`src/sv/i2cm_pkg.sv`:
```
// ----------------------------------------------------------------------------
// i2cm_pkg
// shared types and codes for the i2c master bit engine
// ----------------------------------------------------------------------------
package i2cm_pkg;

    // op codes on the input channel
    localparam logic [2:0] OP_NONE  = 3'd0;
    localparam logic [2:0] OP_START = 3'd1;
    localparam logic [2:0] OP_STOP  = 3'd2;
    localparam logic [2:0] OP_WRITE = 3'd3;
    localparam logic [2:0] OP_READ  = 3'd4;
    localparam logic [2:0] OP_POLL  = 3'd5;
    localparam logic [2:0] OP_ACK   = 3'd6;

    localparam logic [15:0] HALF_PERIOD_RESET = 16'd250;
    localparam logic [3:0]  BITS_PER_BYTE     = 4'd8;

    // decoded command, also the engine's running command
    typedef enum logic [6:0] {
        CMD_IDLE  = 7'b0000001,
        CMD_START = 7'b0000010,
        CMD_STOP  = 7'b0000100,
        CMD_WRITE = 7'b0001000,
        CMD_READ  = 7'b0010000,
        CMD_POLL  = 7'b0100000,
        CMD_ACK   = 7'b1000000
    } cmd_t;

    typedef struct packed {
        logic [2:0] op;
        logic [7:0] wdata;
        logic       sda_in;
    } in_t;

    typedef struct packed {
        logic       scl;
        logic       sda_low;
        logic       busy_res;
        logic       done_res;
        logic [7:0] rdata;
        logic       ack_in;
    } out_t;

    // one classified tick as it sits in the queue
    typedef struct packed {
        cmd_t       cmd;
        logic [7:0] wdata;
        logic       sda;
    } tick_t;

endpackage

```
`src/sv/i2c_master_bit_engine_core.sv`:
```
// ----------------------------------------------------------------------------
// i2c_master_bit_engine_core
// i2c master bit engine: start, stop, byte write/read, ack poll and send ack
// ----------------------------------------------------------------------------
// Each transfer on the in channel is one system tick: an op (none, start,
// stop, write byte, read byte, poll ack, send ack), the byte to write and
// the sampled sda level. Every tick yields exactly one transfer on the out
// channel with the scl level, the sda pull-down, busy and done flags, the
// last read byte and the last ack sample. Ops arriving while a command runs
// are dropped. Each scl/sda segment lasts half_period_ticks ticks; the user
// must write it via cfg_wr_en/cfg_wr_data between commands, which the block
// does not enforce (reset value 250). A tick is decoded in the front, held in
// a two-entry queue, and executed by the bit engine into an output register.
// Throughput is one tick per clock unless out_ready stalls. When out_ready is
// low the output register holds, the queue fills its two entries and in_ready
// drops. Reset releases the bus (scl high, sda released), clears the engine
// to idle and restores the half period.
// ----------------------------------------------------------------------------
module i2c_master_bit_engine_core
    import i2cm_pkg::*;
#(
    parameter int TICK_COUNTER_WIDTH = 16
)
(
    input  logic        clk,
    input  logic        rst_n,
    input  logic        in_valid,
    output logic        in_ready,
    input  in_t         in_data,
    output logic        out_valid,
    input  logic        out_ready,
    output out_t        out_data,
    input  logic        cfg_wr_en,
    input  logic [15:0] cfg_wr_data
);

    logic  push;
    tick_t push_data;
    logic  queue_full;
    logic  pop;
    logic  not_empty;
    tick_t pop_data;

    i2cm_front u_front (
        .in_valid   (in_valid),
        .in_ready   (in_ready),
        .in_data    (in_data),
        .push       (push),
        .push_data  (push_data),
        .queue_full (queue_full)
    );

    i2cm_queue u_queue (
        .clk       (clk),
        .rst_n     (rst_n),
        .push      (push),
        .push_data (push_data),
        .full      (queue_full),
        .pop       (pop),
        .not_empty (not_empty),
        .pop_data  (pop_data)
    );

    i2cm_back #(
        .TICK_COUNTER_WIDTH (TICK_COUNTER_WIDTH)
    ) u_back (
        .clk         (clk),
        .rst_n       (rst_n),
        .cfg_wr_en   (cfg_wr_en),
        .cfg_wr_data (cfg_wr_data),
        .not_empty   (not_empty),
        .pop_data    (pop_data),
        .pop         (pop),
        .out_valid   (out_valid),
        .out_ready   (out_ready),
        .out_data    (out_data)
    );

endmodule

```
`src/sv/i2cm_front.sv`:
```
// ----------------------------------------------------------------------------
// i2cm_front
// takes input ticks and decodes the op field into a command
// ----------------------------------------------------------------------------
module i2cm_front
    import i2cm_pkg::*;
(
    input  logic  in_valid,
    output logic  in_ready,
    input  in_t   in_data,
    output logic  push,
    output tick_t push_data,
    input  logic  queue_full
);

    cmd_t cmd;

    always_comb
    begin
        unique case (in_data.op)
            OP_START: cmd = CMD_START;
            OP_STOP:  cmd = CMD_STOP;
            OP_WRITE: cmd = CMD_WRITE;
            OP_READ:  cmd = CMD_READ;
            OP_POLL:  cmd = CMD_POLL;
            OP_ACK:   cmd = CMD_ACK;
            // none and the unused code carry no command
            default:  cmd = CMD_IDLE;
        endcase
    end

    assign in_ready        = ~queue_full;
    assign push            = in_valid & ~queue_full;
    assign push_data.cmd   = cmd;
    assign push_data.wdata = in_data.wdata;
    assign push_data.sda   = in_data.sda_in;

endmodule

```
`src/sv/i2cm_queue.sv`:
```
// ----------------------------------------------------------------------------
// i2cm_queue
// two-entry queue between the decode front and the bit engine
// ----------------------------------------------------------------------------
module i2cm_queue
    import i2cm_pkg::*;
(
    input  logic  clk,
    input  logic  rst_n,
    input  logic  push,
    input  tick_t push_data,
    output logic  full,
    input  logic  pop,
    output logic  not_empty,
    output tick_t pop_data
);

    tick_t      mem_reg [2];
    logic       wr_ptr_reg;
    logic       wr_ptr_next;
    logic       rd_ptr_reg;
    logic       rd_ptr_next;
    logic [1:0] count_reg;
    logic [1:0] count_next;

    always_comb
    begin
        wr_ptr_next = wr_ptr_reg ^ push;
        rd_ptr_next = rd_ptr_reg ^ pop;
        count_next  = count_reg + 2'(push) - 2'(pop);
    end

    always_ff @(posedge clk or negedge rst_n)
    begin
        if (!rst_n)
        begin
            wr_ptr_reg <= 1'b0;
            rd_ptr_reg <= 1'b0;
            count_reg  <= 2'd0;
        end
        else
        begin
            wr_ptr_reg <= wr_ptr_next;
            rd_ptr_reg <= rd_ptr_next;
            count_reg  <= count_next;
        end
    end

    always_ff @(posedge clk)
    begin
        if (push)
        begin
            mem_reg[wr_ptr_reg] <= push_data;
        end
    end

    assign full      = count_reg[1];
    assign not_empty = (count_reg != 2'd0);
    assign pop_data  = mem_reg[rd_ptr_reg];

endmodule

```
`src/sv/i2cm_back.sv`:
```
// ----------------------------------------------------------------------------
// i2cm_back
// bit engine: plays commands out as timed scl/sda segments, one tick per item
// ----------------------------------------------------------------------------
module i2cm_back
    import i2cm_pkg::*;
#(
    parameter int TICK_COUNTER_WIDTH = 16
)
(
    input  logic        clk,
    input  logic        rst_n,
    input  logic        cfg_wr_en,
    input  logic [15:0] cfg_wr_data,
    input  logic        not_empty,
    input  tick_t       pop_data,
    output logic        pop,
    output logic        out_valid,
    input  logic        out_ready,
    output out_t        out_data
);

    localparam int TW = TICK_COUNTER_WIDTH;
    localparam logic [TW-1:0] TICK_MAX = '1;

    logic [15:0]   half_period_reg;
    logic [TW-1:0] seg_len;

    cmd_t          cmd_reg, cmd_next;
    logic [2:0]    phase_reg, phase_next;
    logic [3:0]    bit_index_reg, bit_index_next;
    logic [TW-1:0] tick_count_reg, tick_count_next;
    logic [7:0]    shifter_reg, shifter_next;
    logic          scl_reg, scl_next;
    logic          sda_pull_reg, sda_pull_next;
    logic          ack_bit_reg, ack_bit_next;
    logic [7:0]    rdata_reg, rdata_next;
    logic          out_valid_reg;
    out_t          out_data_reg, out_data_next;
    logic          busy;
    logic          done;
    logic          seg_end;

    // zero acts as one, values past the counter saturate
    always_comb
    begin
        priority if (half_period_reg == 16'd0)
            seg_len = TW'(1);
        else if (32'(half_period_reg) > 32'(TICK_MAX))
            seg_len = TICK_MAX;
        else
            seg_len = TW'(half_period_reg);
    end

    assign pop = not_empty & (~out_valid_reg | out_ready);

    always_comb
    begin
        cmd_next        = cmd_reg;
        phase_next      = phase_reg;
        bit_index_next  = bit_index_reg;
        tick_count_next = tick_count_reg;
        shifter_next    = shifter_reg;
        scl_next        = scl_reg;
        sda_pull_next   = sda_pull_reg;
        ack_bit_next    = ack_bit_reg;
        rdata_next      = rdata_reg;
        busy            = 1'b0;
        done            = 1'b0;
        seg_end         = 1'b0;

        // new command only when idle
        if (cmd_reg == CMD_IDLE && pop_data.cmd != CMD_IDLE)
        begin
            cmd_next        = pop_data.cmd;
            phase_next      = 3'd0;
            bit_index_next  = 4'd0;
            tick_count_next = '0;
            if (pop_data.cmd == CMD_WRITE)
                shifter_next = pop_data.wdata;
            if (pop_data.cmd == CMD_READ)
                shifter_next = 8'd0;
            // sda already high: skip the release under scl low
            if (pop_data.cmd == CMD_START)
                phase_next = pop_data.sda ? 3'd2 : 3'd0;
        end

        if (cmd_next != CMD_IDLE)
        begin
            busy = 1'b1;

            if (tick_count_next == '0)
            begin
                unique case (cmd_next)
                    CMD_START:
                    begin
                        unique case (phase_next)
                            3'd0:    scl_next = 1'b0;
                            3'd1:    sda_pull_next = 1'b0;
                            3'd2:    scl_next = 1'b1;
                            default: sda_pull_next = 1'b1;
                        endcase
                    end
                    CMD_STOP:
                    begin
                        unique case (phase_next)
                            3'd0:    scl_next = 1'b0;
                            3'd1:    sda_pull_next = 1'b1;
                            3'd2:    scl_next = 1'b1;
                            default: sda_pull_next = 1'b0;
                        endcase
                    end
                    CMD_WRITE:
                    begin
                        unique case (phase_next)
                            3'd0:    scl_next = 1'b0;
                            3'd1:    sda_pull_next = ~shifter_next[7];
                            default: scl_next = 1'b1;
                        endcase
                    end
                    CMD_READ:
                    begin
                        if (phase_next == 3'd0)
                            scl_next = 1'b0;
                        else
                        begin
                            sda_pull_next = 1'b0;
                            scl_next      = 1'b1;
                        end
                    end
                    CMD_POLL:
                    begin
                        if (phase_next == 3'd0)
                        begin
                            scl_next      = 1'b0;
                            sda_pull_next = 1'b0;
                        end
                        else
                            scl_next = 1'b1;
                    end
                    CMD_ACK:
                    begin
                        unique case (phase_next)
                            3'd0:    scl_next = 1'b0;
                            3'd1:    sda_pull_next = 1'b1;
                            default: scl_next = 1'b1;
                        endcase
                    end
                    default: ;
                endcase
            end

            seg_end = ({1'b0, tick_count_next} + (TW+1)'(1)) >= {1'b0, seg_len};

            if (seg_end)
            begin
                tick_count_next = '0;
                unique case (cmd_next)
                    CMD_START, CMD_STOP:
                    begin
                        if (phase_next >= 3'd3)
                            done = 1'b1;
                        else
                            phase_next = phase_next + 3'd1;
                    end
                    CMD_WRITE:
                    begin
                        if (phase_next < 3'd2)
                            phase_next = phase_next + 3'd1;
                        else
                        begin
                            shifter_next   = {shifter_next[6:0], 1'b0};
                            bit_index_next = bit_index_next + 4'd1;
                            phase_next     = 3'd0;
                            done           = (bit_index_next >= BITS_PER_BYTE);
                        end
                    end
                    CMD_READ:
                    begin
                        if (phase_next == 3'd0)
                            phase_next = 3'd1;
                        else
                        begin
                            shifter_next   = {shifter_next[6:0], pop_data.sda};
                            bit_index_next = bit_index_next + 4'd1;
                            phase_next     = 3'd0;
                            if (bit_index_next >= BITS_PER_BYTE)
                            begin
                                rdata_next = shifter_next;
                                done       = 1'b1;
                            end
                        end
                    end
                    CMD_POLL:
                    begin
                        if (phase_next == 3'd0)
                            phase_next = 3'd1;
                        else
                        begin
                            ack_bit_next = pop_data.sda;
                            done         = 1'b1;
                        end
                    end
                    CMD_ACK:
                    begin
                        if (phase_next >= 3'd2)
                            done = 1'b1;
                        else
                            phase_next = phase_next + 3'd1;
                    end
                    default: done = 1'b1;
                endcase

                if (done)
                begin
                    cmd_next   = CMD_IDLE;
                    phase_next = 3'd0;
                end
            end
            else
            begin
                tick_count_next = tick_count_next + TW'(1);
            end
        end

        out_data_next.scl      = scl_next;
        out_data_next.sda_low  = sda_pull_next;
        out_data_next.busy_res = busy;
        out_data_next.done_res = done;
        out_data_next.rdata    = rdata_next;
        out_data_next.ack_in   = ack_bit_next;
    end

    always_ff @(posedge clk or negedge rst_n)
    begin
        if (!rst_n)
        begin
            half_period_reg <= HALF_PERIOD_RESET;
            cmd_reg         <= CMD_IDLE;
            phase_reg       <= 3'd0;
            bit_index_reg   <= 4'd0;
            tick_count_reg  <= '0;
            shifter_reg     <= 8'd0;
            scl_reg         <= 1'b1;
            sda_pull_reg    <= 1'b0;
            ack_bit_reg     <= 1'b1;
            rdata_reg       <= 8'd0;
            out_valid_reg   <= 1'b0;
        end
        else
        begin
            if (cfg_wr_en)
                half_period_reg <= cfg_wr_data;
            if (pop)
            begin
                cmd_reg        <= cmd_next;
                phase_reg      <= phase_next;
                bit_index_reg  <= bit_index_next;
                tick_count_reg <= tick_count_next;
                shifter_reg    <= shifter_next;
                scl_reg        <= scl_next;
                sda_pull_reg   <= sda_pull_next;
                ack_bit_reg    <= ack_bit_next;
                rdata_reg      <= rdata_next;
                out_valid_reg  <= 1'b1;
            end
            else if (out_ready)
                out_valid_reg <= 1'b0;
        end
    end

    always_ff @(posedge clk)
    begin
        if (pop)
            out_data_reg <= out_data_next;
    end

    assign out_valid = out_valid_reg;
    assign out_data  = out_data_reg;

endmodule
```
`config.mk`:
```
export PLATFORM = sky130hd
export DESIGN_NAME = i2c_master_bit_engine_core
export DESIGN_NICKNAME = d
export VERILOG_FILES = /design/src/sv/i2cm_pkg.sv /design/src/sv/i2c_master_bit_engine_core.sv /design/src/sv/i2cm_front.sv /design/src/sv/i2cm_queue.sv /design/src/sv/i2cm_back.sv
export SDC_FILE = /design/constraint.sdc
export NUM_CORES = 1
export LEC_CHECK = 0
export ABC_AREA = 1
export BUFFER_PORTS_ARGS = -buffer_cell sky130_fd_sc_hd__buf_2
export CAP_MARGIN = 10
export CORE_UTILIZATION = 50
export CTS_BUF_LIST = sky130_fd_sc_hd__clkbuf_16
export CTS_CLUSTER_SIZE = 14
export DETAILED_ROUTE_END_ITERATION = 6
export PLACE_DENSITY = 0.68
export SYNTH_ARGS = -nofsm -noshare
export SYNTH_HDL_FRONTEND = slang
export SYNTH_SLANG_ARGS = --single-unit
```
`constraint.sdc`:
```
create_clock -name clk -period 7.5 [get_ports clk]
set_clock_uncertainty 0.15 [all_clocks]
set_input_delay 0.375 -clock clk [delete_from_list [all_inputs] [get_ports clk]]
set_output_delay 0.375 -clock clk [all_outputs]
set_load 0.03 [all_outputs]
```
==> out/qor.csv, run 1 <==
metric,value,unit
"FF+latch count, synth",115,
HP Class,in -> reg,
dpl cell area,7513,um2
warnings from Yosys,0,
vias in the first global route,5477,
clock-pin transition on the worst setup and hold timing paths,0.06,ns
r2r startpoint,u_queue.rd_ptr_reg$_DFF_PN0_,
Clock power frac,0.229,
Antenna diodes,0,
Initial DRT Pass Iterations,5,
PwrDens,396.3,nW/um2
initial DRC count,537,
Post-Route Setup TNS,0,ns
post-detail-place hpwl,11.05,mm
CTS tree,built,
CP Data Arrival Time,6.05,ns
fin area,8159,um2
startpoint types,flop,
vias per cell,5.086,
clk buf depth,2,
leakage,0.004075,uW
Starting Density,0.5147,
row count,43,
hold wc startpoint,cfg_wr_data[2],
largest net degree at the start of global routing,71,
WHS Path Cells,3,
chip height,121.8,um
core area,13930,um2
CP max stage delay,0.75,ns
peak supply drop,0.3570,mV
RSZ-0062 raised after global routing,no,
CTS Root Cell,clkbuf_16,
first-pass GRT wire length,26.63,mm
worst skew pair latency,0.41,ns
GP Congestion,0.9246,
share of layout cells above drive strength 1,0.1656,
Max Fclk,169.4,MHz
Least-Margin Pin Slew,0.9165,ns
CP most frequent cell,nand2_1,
NetSw,1463,uW
Worst Setup Path Type,reg -> reg,
"critical path fanouts, max",32,
max reg flops,32,
PortBufs,47,
Int Pwr,1770,uW
Area contributors post-synth,"dfrtp_1 21%, edfxtp_1 19%, nand2_1 13%",
die area,14830,um2
sequential fraction of the synthesis area,0.4342,
"EDFF count, synth",45,
"Primary FF master, synth",dfrtp_1,
synthesized instance count,910,
"Cell Area, Synth",7172,um2
RR Endpoint,u_back.bit_index_reg[1]$_DFFE_PN0P_,
Reg2Reg Depth,29,
R2R Setup Slk,1.60,ns
combinational share of power,0.474,
maxcap violations,0,
per-cell routed wire length,13.54,um
clk sinks,115,
GRT overflow,0,
Final period util,0.7873,
final hold violations,0,
io pins,48,
GRT Util Overall,0.2330,
FILL cells,1269,
Worst Hold Endpoint,u_back.half_period_reg[2]$_DFFE_PN0P_,
post-synthesis cell type count,46,
Syn Nets,973,
Seq pwr share,0.298,
post-synthesis average cell area,7.881,um2
post-route insts no fill,1158,
CP Data Required Time,7.65,ns
antenna violations before repair,0,
crit path time final,5.905,ns
post-CTS sizing,0,
async set or reset register ratio after synthesis,0.6087,
Switching Fraction,0.4525,
Slew Limit Headroom,0.3890,
H-tree depth,4,
Routed WL,15.68,mm
DRC,0,
Crit. End Element,flop,
outcome,completed,
placed cells,1116,
area delta synth->final,13.76,%
Final ANT Viol Nets,0,
Vias,5890,
Die X,121.8,um
power consumption,3233,uW
Final #Nets,1028,
CTS Buf Count,17,
Final Max Slew Viols,0,
setup violators final,0,
share of the synthesized area in the top cell type,0.2128,
Critical Path Slowest Stage Cell,dfrtp_1,
Synth area leader,dfrtp_1,
==> how the worst max path moves through the flow <==
stage                                 start                             endpoint  cells past startpoint
5_1_grt        u_queue.rd_ptr_reg$_DFF_PN0_    u_back.shifter_reg[1]$_DFFE_PN0P_                     29
6_report       u_queue.rd_ptr_reg$_DFF_PN0_  u_back.bit_index_reg[1]$_DFFE_PN0P_                     29
3_3_place_gp   u_queue.rd_ptr_reg$_DFF_PN0_    u_back.shifter_reg[7]$_DFFE_PN0P_                     29
3_5_place_dp   u_queue.rd_ptr_reg$_DFF_PN0_  u_back.bit_index_reg[2]$_DFFE_PN0P_                     29
2_1_floorplan  u_queue.rd_ptr_reg$_DFF_PN0_  u_back.bit_index_reg[3]$_DFFE_PN0P_                     32
4_1_cts        u_queue.rd_ptr_reg$_DFF_PN0_  u_back.bit_index_reg[2]$_DFFE_PN0P_                     29
==> synth_stat cells, types with 2 or more instances <==
| cell type | n |
|---|---|
| nand3b_1 | 4 |
| nand3_4 | 2 |
| o21ai_0 | 46 |
| o21ai_2 | 9 |
| and2_1 | 2 |
| a21oi_1 | 27 |
| dfstp_2 | 9 |
| o41ai_1 | 2 |
| ha_1 | 30 |
| nand4_1 | 15 |
| o21bai_1 | 3 |
| nor2_4 | 9 |
| inv_2 | 9 |
| dfrtp_1 | 61 |
| o211ai_1 | 12 |
| nand2_4 | 6 |
| o21ai_1 | 18 |
| edfxtp_1 | 45 |
| xor2_1 | 10 |
| nand3_2 | 4 |
| nor3_1 | 13 |
| o22ai_1 | 3 |
| nand2_2 | 24 |
| nand2_1 | 248 |
| nor2_1 | 61 |
| clkinv_1 | 2 |
| nand3_1 | 55 |
| inv_1 | 140 |
| nor2_2 | 6 |
| buf_6 | 5 |
| buf_2 | 3 |
| clkbuf_1 | 13 |
==> critical path: cells and delay by family, from the launching register on <==
| kind | cells | cell delay (ns) |
|---|---|---|
| fa+ha+maj | 2 | 0.54 |
| simple gates | 18 | 2.81 |
| compound gates | 3 | 0.54 |
| xor+xnor | 1 | 0.20 |
| flops | 1 | 0.75 |
| buf+inv | 5 | 0.79 |
==> power by group through the flow <==
stage / Clock (uW) / Sequential (uW) / Combinational [uW]
6_report: 739 / 962 / 1530
5_1_grt: 781 / 986 / 1730
4_1_cts: 753 / 961 / 1530
3_5_place_dp: 0 / 968 / 1520
3_3_place_gp: 0 / 969 / 1500
2_1_floorplan: 0 / 1020 / 1140
==> kinds of logic after synthesis <==
family,Yosys count,share of synthesized area
adders and majority gates,30,0.05234
AOI/OAI and AO/OA,126,0.1033
and+or+nand+nor,454,0.2971
DFF,115,0.4342
xor gates and xnor gates,11,0.01343
buffers and inverters,174,0.09962
==> area by class of cell <==
class | count | area, um2 | share of cell area
Multi-Input combinational cell | 621 | 3354 | 0.4111
Sequential cell | 115 | 3114 | 0.3817
Inverter | 151 | 566.8 | 0.06947
Clock buffer | 17 | 425.4 | 0.05214
Timing Repair Buffer | 59 | 352.8 | 0.04324
Tap cell | 180 | 225.2 | 0.02760
Clock inverter | 15 | 120.1 | 0.01472
==> what timing repair did <==
action,4_1_cts,5_1_grt
setup buffers,0,0
hold buffers,10,0
endpoints found under the hold margin,60,0
==> through the flow <==
| stage | hold WS (ns) | utilization | worst slack (ns) |
|---|---|---|---|
| after CTS | 0.001429 | 0.5855 | 1.643 |
| final | 0.01675 | 0.5855 | 1.595 |
| after global routing | 0.01088 | 0.5855 | 1.020 |
| after floorplan | -0.07059 | - | 3.072 |
| after detailed placement | 0.3122 | 0.5392 | 1.663 |
| after global placement | 0.3061 | 0.5392 | 1.902 |
==> per-layer routing <==
metal | global-route usage | wire length [um] | vias to the layer above
met5 | 0 | 0 | -
met4 | 0.1049 | 338 | 0
met3 | 0.04307 | 809 | 25
met2 | 0.3362 | 6769 | 169
met1 | 0.3381 | 7765 | 2658
li1 | - | - | 3038
==> layout by cell type (no fill, tap or decap), types with 24 or more instances in the layout <==
cell type,Yosys,routed
nand2_1,248,248
a21oi_1,27,26
buf_2,3,46
ha_1,30,30
o21ai_0,46,46
dfrtp_1,61,61
nand3_1,55,55
inv_1,140,141
nor2_1,61,61
nand2_2,24,24
edfxtp_1,45,45
Power figures use the tool's default switching activity.
==> run 2: changes to the inputs <==
==> constraint.sdc (replaced) <==
create_clock -name clk -period 6 [get_ports clk]
set_clock_uncertainty 0.15 [all_clocks]
set_input_delay 0.3 -clock clk [delete_from_list [all_inputs] [get_ports clk]]
set_output_delay 0.3 -clock clk [all_outputs]
set_load 0.03 [all_outputs]
==> run 2 against run 1 <==
Clock power rose by 45%; power rose by 31%; non-clock buffer count rose by 19; via count rose by 2.7%; worst setup slack got worse by 0.94 ns; first-iteration DRC count fell by 10%; design area rose by 3.3%; critical path depth rose by 1; flip-flop and latch count did not move.
==> out/qor.csv, run 2 (synthesis gave the netlist of run 1 again) <==
metric,value,unit
outcome,completed,
clk sinks,115,
Worst Setup Path Type,reg -> reg,
Antenna diodes,0,
final hold violations,0,
Max Fclk,187.2,MHz
fin area,8432,um2
leakage,0.004199,uW
Final period util,0.8903,
Least-Margin Pin Slew,0.9411,ns
Post-Route Setup TNS,0,ns
row count,43,
worst skew pair latency,0.42,ns
max reg flops,32,
area delta synth->final,17.57,%
pre-CTS worst setup slack,0.6249,ns
largest net degree at the start of global routing,71,
PwrDens,500.8,nW/um2
RSZ-0062 raised after global routing,no,
initial DRC count,481,
startpoint types,flop,
Die X,121.8,um
CP Data Required Time,6.12,ns
vias in the first global route,5749,
setup violators final,0,
vias per cell,5.139,
PortBufs,47,
CTS tree,built,
most frequent cells in the layout,"247 x nand2_1, 140 x inv_1, 61 x nor2_1, 61 x dfrtp_1, 55 x nand3_1",
Final Max Slew Viols,0,
per-cell routed wire length,13.75,um
Crit. End Element,flop,
clk buf depth,2,
post-detail-place hpwl,11.15,mm
dpl cell area,7528,um2
maxcap violations,0,
post-route insts no fill,1177,
placed cells,1118,
Final WS setup,0.6582,ns
die area,14830,um2
clock-pin transition on the worst setup and hold timing paths,0.06,ns
"critical path fanouts, max",20,
CTS Buf Count,17,
crit path time final,5.342,ns
Final #Nets,1047,
R2R Setup Slk,0.66,ns
Slew Limit Headroom,0.3726,
chip height,121.8,um
Critical Path Slowest Stage Cell,dfrtp_1,
io pins,48,
Post-CTS Setup Inserts,0,
HP Class,in -> reg,
CP most frequent cell,nand2_1,
"most common cell after layout, fill and taps aside",nand2_1,
GP Congestion,0.8986,
Starting Density,0.5147,
core area,13930,um2
share of layout cells above drive strength 1,0.1685,
CTS Root Cell,clkbuf_16,
CP max stage delay,0.48,ns
H-tree depth,4,
antenna violations before repair,0,
GRT Util Overall,0.2409,
Initial DRT Pass Iterations,5,
Vias,6049,
Hold WS,0.07265,ns
CP Data Arrival Time,5.46,ns
GRT overflow,0,
DRC,0,
Routed WL,16.19,mm
first-pass GRT wire length,27.59,mm
peak supply drop,0.2765,mV
Final ANT Viol Nets,0,
==> run 2: area by class of cell <==
class	count	area, um2
clock buffer	17	425.4
inverter	151	566.8
multi-input combinational	621	3357
timing repair buffer	78	538.0
clock inverter	15	205.2
sequential	115	3114
tap	180	225.2
fill	1199	5503
==> run 2: worst max-delay path, delay by kind of cell, from the launching register on <==
family,cells,cell delay [ns]
fa+ha+maj,2,0.53
buf+inv,4,0.65
compound gates,3,0.51
xor+xnor,1,0.18
simple gates,20,2.70
flops,1,0.48
==> run 2: path summary, 6_finish.rpt <==
kind,startpoint,to,depth (start not counted)
worst max-delay path,u_queue.rd_ptr_reg$_DFF_PN0_,u_back.bit_index_reg[2]$_DFFE_PN0P_,30
worst min-delay path,in_data[11],u_queue.mem_reg[0][10]$_DFFE_PP_,2
worst max register to register,u_queue.rd_ptr_reg$_DFF_PN0_,u_back.bit_index_reg[2]$_DFFE_PN0P_,30
worst min register to register,u_back.ack_bit_reg$_DFFE_PN1P_,u_back.ack_bit_reg$_DFFE_PN1P_,2
max in group asynchronous,rst_n,u_back.tick_count_reg[13]$_DFFE_PN0P_,2
min in group asynchronous,rst_n,u_back.cmd_reg[3]$_DFFE_PN0P_,2
==> run 2: layer usage <==
layer	vias to the layer above	track usage	part of all wire
met4	0	0.08719	0.021
met5	-	0	0
met1	2758	0.3376	0.48
met3	27	0.04775	0.053
li1	3084	-	-
met2	180	0.3690	0.45
==> run 2: per-stage QoR <==
step	total power, uW	utilization
after floorplan	2691	-
after global placement	3095	0.5403
after detailed placement	3112	0.5403
after CTS	4222	0.6049
after global routing	4545	0.6051
final	4223	0.6051
==> run 2: report_power, final <==
| group | switching [uW] | internal (uW) |
|---|---|---|
| clock network | 375 | 698 |
| registers | 106 | 1080 |
| logic | 1380 | 584 |
==> run 2: repair_timing <==
| item | CTS | global route |
|---|---|---|
| hold endpoints to repair | 96 | 0 |
| hold buffers | 27 | 0 |
| gates resized for setup | 0 | 1 |
| endpoints found under the setup margin | 0 | 5 |
==> run 3: changes to the inputs <==
--- a/config.mk
+++ b/config.mk
@@ -13,6 +13,8 @@
 export CTS_CLUSTER_SIZE = 14
 export DETAILED_ROUTE_END_ITERATION = 6
 export PLACE_DENSITY = 0.68
+export REMOVE_ABC_BUFFERS = 1
+export SKIP_CTS_REPAIR_TIMING = 1
 export SYNTH_ARGS = -nofsm -noshare
 export SYNTH_HDL_FRONTEND = slang
 export SYNTH_SLANG_ARGS = --single-unit
==> run 3 against run 2 <==
Routed wire length is 1.6% lower; critical endpoint is now u_back.shifter_reg[1]$_DFFE_PN0P_; maximum frequency fell by 0.82%; clock power shrank 12%; power is 4.0% lower; the run now ends with hold timing left; worst hold slack worse by 0.11 ns; largest power group unchanged; critical path type unchanged; design area is 1.2% lower; critical path depth unchanged; clock-buffer cell count increased by 1.
==> out/qor.csv, run 3 (synthesis gave the netlist of run 1 again) <==
metric,value,unit
outcome,"finished, violations left",
failing checks,hold timing,
Least-Margin Pin Slew,0.9485,ns
Final Max Slew Viols,0,
CP Data Arrival Time,5.54,ns
initial DRC count,392,
Crit. End Element,flop,
H-tree depth,4,
Max Fclk,185.7,MHz
die area,14830,um2
Final period util,0.8976,
Post-Route Setup TNS,0,ns
vias in the first global route,5401,
peak supply drop,0.4614,mV
row count,43,
RSZ-0062 raised after global routing,no,
chip height,121.8,um
share of layout cells above drive strength 1,0.1688,
"most common cell after layout, fill and taps aside",nand2_1,
CP max stage delay,0.55,ns
maxcap violations,0,
post-route insts no fill,1175,
leakage,0.004144,uW
clock-pin transition on the worst setup and hold timing paths,0.06,ns
startpoint types,flop,
Reg2Reg Depth,30,
final hold violations,62,
R2R Setup Slk,0.61,ns
vias per cell,5.033,
CTS tree,built,
Slew Limit Headroom,0.3677,
Vias,5914,
clk sinks,115,
area delta synth->final,16.21,%
post-detail-place hpwl,11.00,mm
most frequent cells in the layout,"248 x nand2_1, 141 x inv_1, 61 x nor2_1",
Critical Path Slowest Stage Cell,dfrtp_2,
core area,13930,um2
Die X,121.8,um
GRT overflow,0,
Hold WS,-0.03804,ns
crit path time final,5.386,ns
PwrDens,486.2,nW/um2
DRC,0,
Antenna diodes,0,
CTS Root Cell,clkbuf_16,
Initial DRT Pass Iterations,5,
setup violators final,0,
io pins,48,
Switching Fraction,0.4538,
clk buf depth,2,
Clock power frac,0.232,
antenna violations before repair,0,
GP Congestion,0.9277,
CP Data Required Time,6.16,ns
Routed WL,15.92,mm
Starting Density,0.5147,
HP Class,in -> reg,
Seq pwr share,0.298,
Int Pwr,2213,uW
"critical path fanouts, max",21,
max reg flops,32,
PortBufs,47,
NetSw,1839,uW
GRT Util Overall,0.2305,
Worst Setup Path Type,reg -> reg,
RR Endpoint,u_back.shifter_reg[1]$_DFFE_PN0P_,
combinational share of power,0.470,
Worst setup startpoint,u_queue.rd_ptr_reg$_DFF_PN0_,
largest net degree at the start of global routing,71,
placed cells,1118,
first-pass GRT wire length,26.31,mm
Setup crit end,u_back.shifter_reg[1]$_DFFE_PN0P_,
CP most frequent cell,nand2_1,
CTS Buf Count,17,
per-cell routed wire length,13.55,um
Final ANT Viol Nets,0,
worst skew pair latency,0.42,ns
Final #Nets,1045,
r2r startpoint,u_queue.rd_ptr_reg$_DFF_PN0_,
[run 3: cell types whose count changed in the layout (fill, tap and decap cells not counted), sizes merged]
cell         change
bufinv           -4
clkinvlp         +4
clkinv           -2
dlygate4sd3      -2
clkbuf           +1
inv              +1
[run 3: power by group through the flow]
| stage | Combinational (uW) | Sequential [uW] | Clock [uW] |
|---|---|---|---|
| after floorplan | 1340 | 1290 | 0 |
| after global placement | 1870 | 1210 | 0 |
| after detailed placement | 1890 | 1220 | 0 |
| after CTS | 1900 | 1210 | 956 |
| after global routing | 2170 | 1230 | 995 |
| final | 1910 | 1210 | 938 |
[run 3: worst min-delay path by stage]
stage	from	slack, ns	end	cells past startpoint
after CTS	in_data[4]	-0.10	u_queue.mem_reg[1][4]$_DFFE_PP_	1
after floorplan	rst_n	-0.15	u_back.bit_index_reg[0]$_DFFE_PN0P_	0
after detailed placement	u_back.ack_bit_reg$_DFFE_PN1P_	0.31	u_back.ack_bit_reg$_DFFE_PN1P_	2
after global routing	cfg_wr_data[14]	0.0007	u_back.half_period_reg[14]$_DFFE_PN0P_	3
final	cfg_wr_data[14]	-0.04	u_back.half_period_reg[14]$_DFFE_PN0P_	3
after global placement	u_back.ack_bit_reg$_DFFE_PN1P_	0.31	u_back.ack_bit_reg$_DFFE_PN1P_	2
[run 3: area by class of cell]
type / instances / area, um2
Clock inverter: 14 / 106.4
Inverter: 151 / 566.8
Clock buffer: 18 / 450.4
Sequential cell: 115 / 3115
Tap cell: 180 / 225.2
Fill cell: 1241 / 5600
Multi-Input combinational cell: 621 / 3354
Timing Repair Buffer: 76 / 515.5
[run 3: metrics by stage]
| step | setup slack [ns] | power, uW | util | instance area (um2) | hold slack, ns |
|---|---|---|---|---|---|
| 3_3_place_gp | 0.6922 | 3087 | 0.5401 | 7526 | 0.3118 |
| 6_report | 0.6142 | 4052 | 0.5981 | 8334 | -0.03804 |
| 2_1_floorplan | 0.6831 | 2624 | - | 7024 | -0.1456 |
| 3_5_place_dp | 0.4174 | 3105 | 0.5401 | 7526 | 0.3082 |
| 4_1_cts | 0.3975 | 4060 | 0.5800 | 8083 | -0.1021 |
| 5_1_grt | 0.03467 | 4395 | 0.5981 | 8334 | 0.0007026 |
[run 3: critical path, delay by kind of cell (launching register included)]
kind / cells / cell delay, ns
AO/OA/AOI/OAI: 3 / 0.51
buffers and inverters: 5 / 0.73
AND/OR/NAND/NOR: 19 / 2.61
XOR/XNOR: 1 / 0.19
flip-flops: 1 / 0.55
adder cells (fa/ha/maj): 2 / 0.51
[run 3: metal layers]
metal  track usage  vias up  wire length (um)
met3       0.05337       18               741
met5             0        -                 0
met1        0.3244     2672              7715
li1              -     3085                 -
met4       0.08256        0               199
met2        0.3460      139              7266
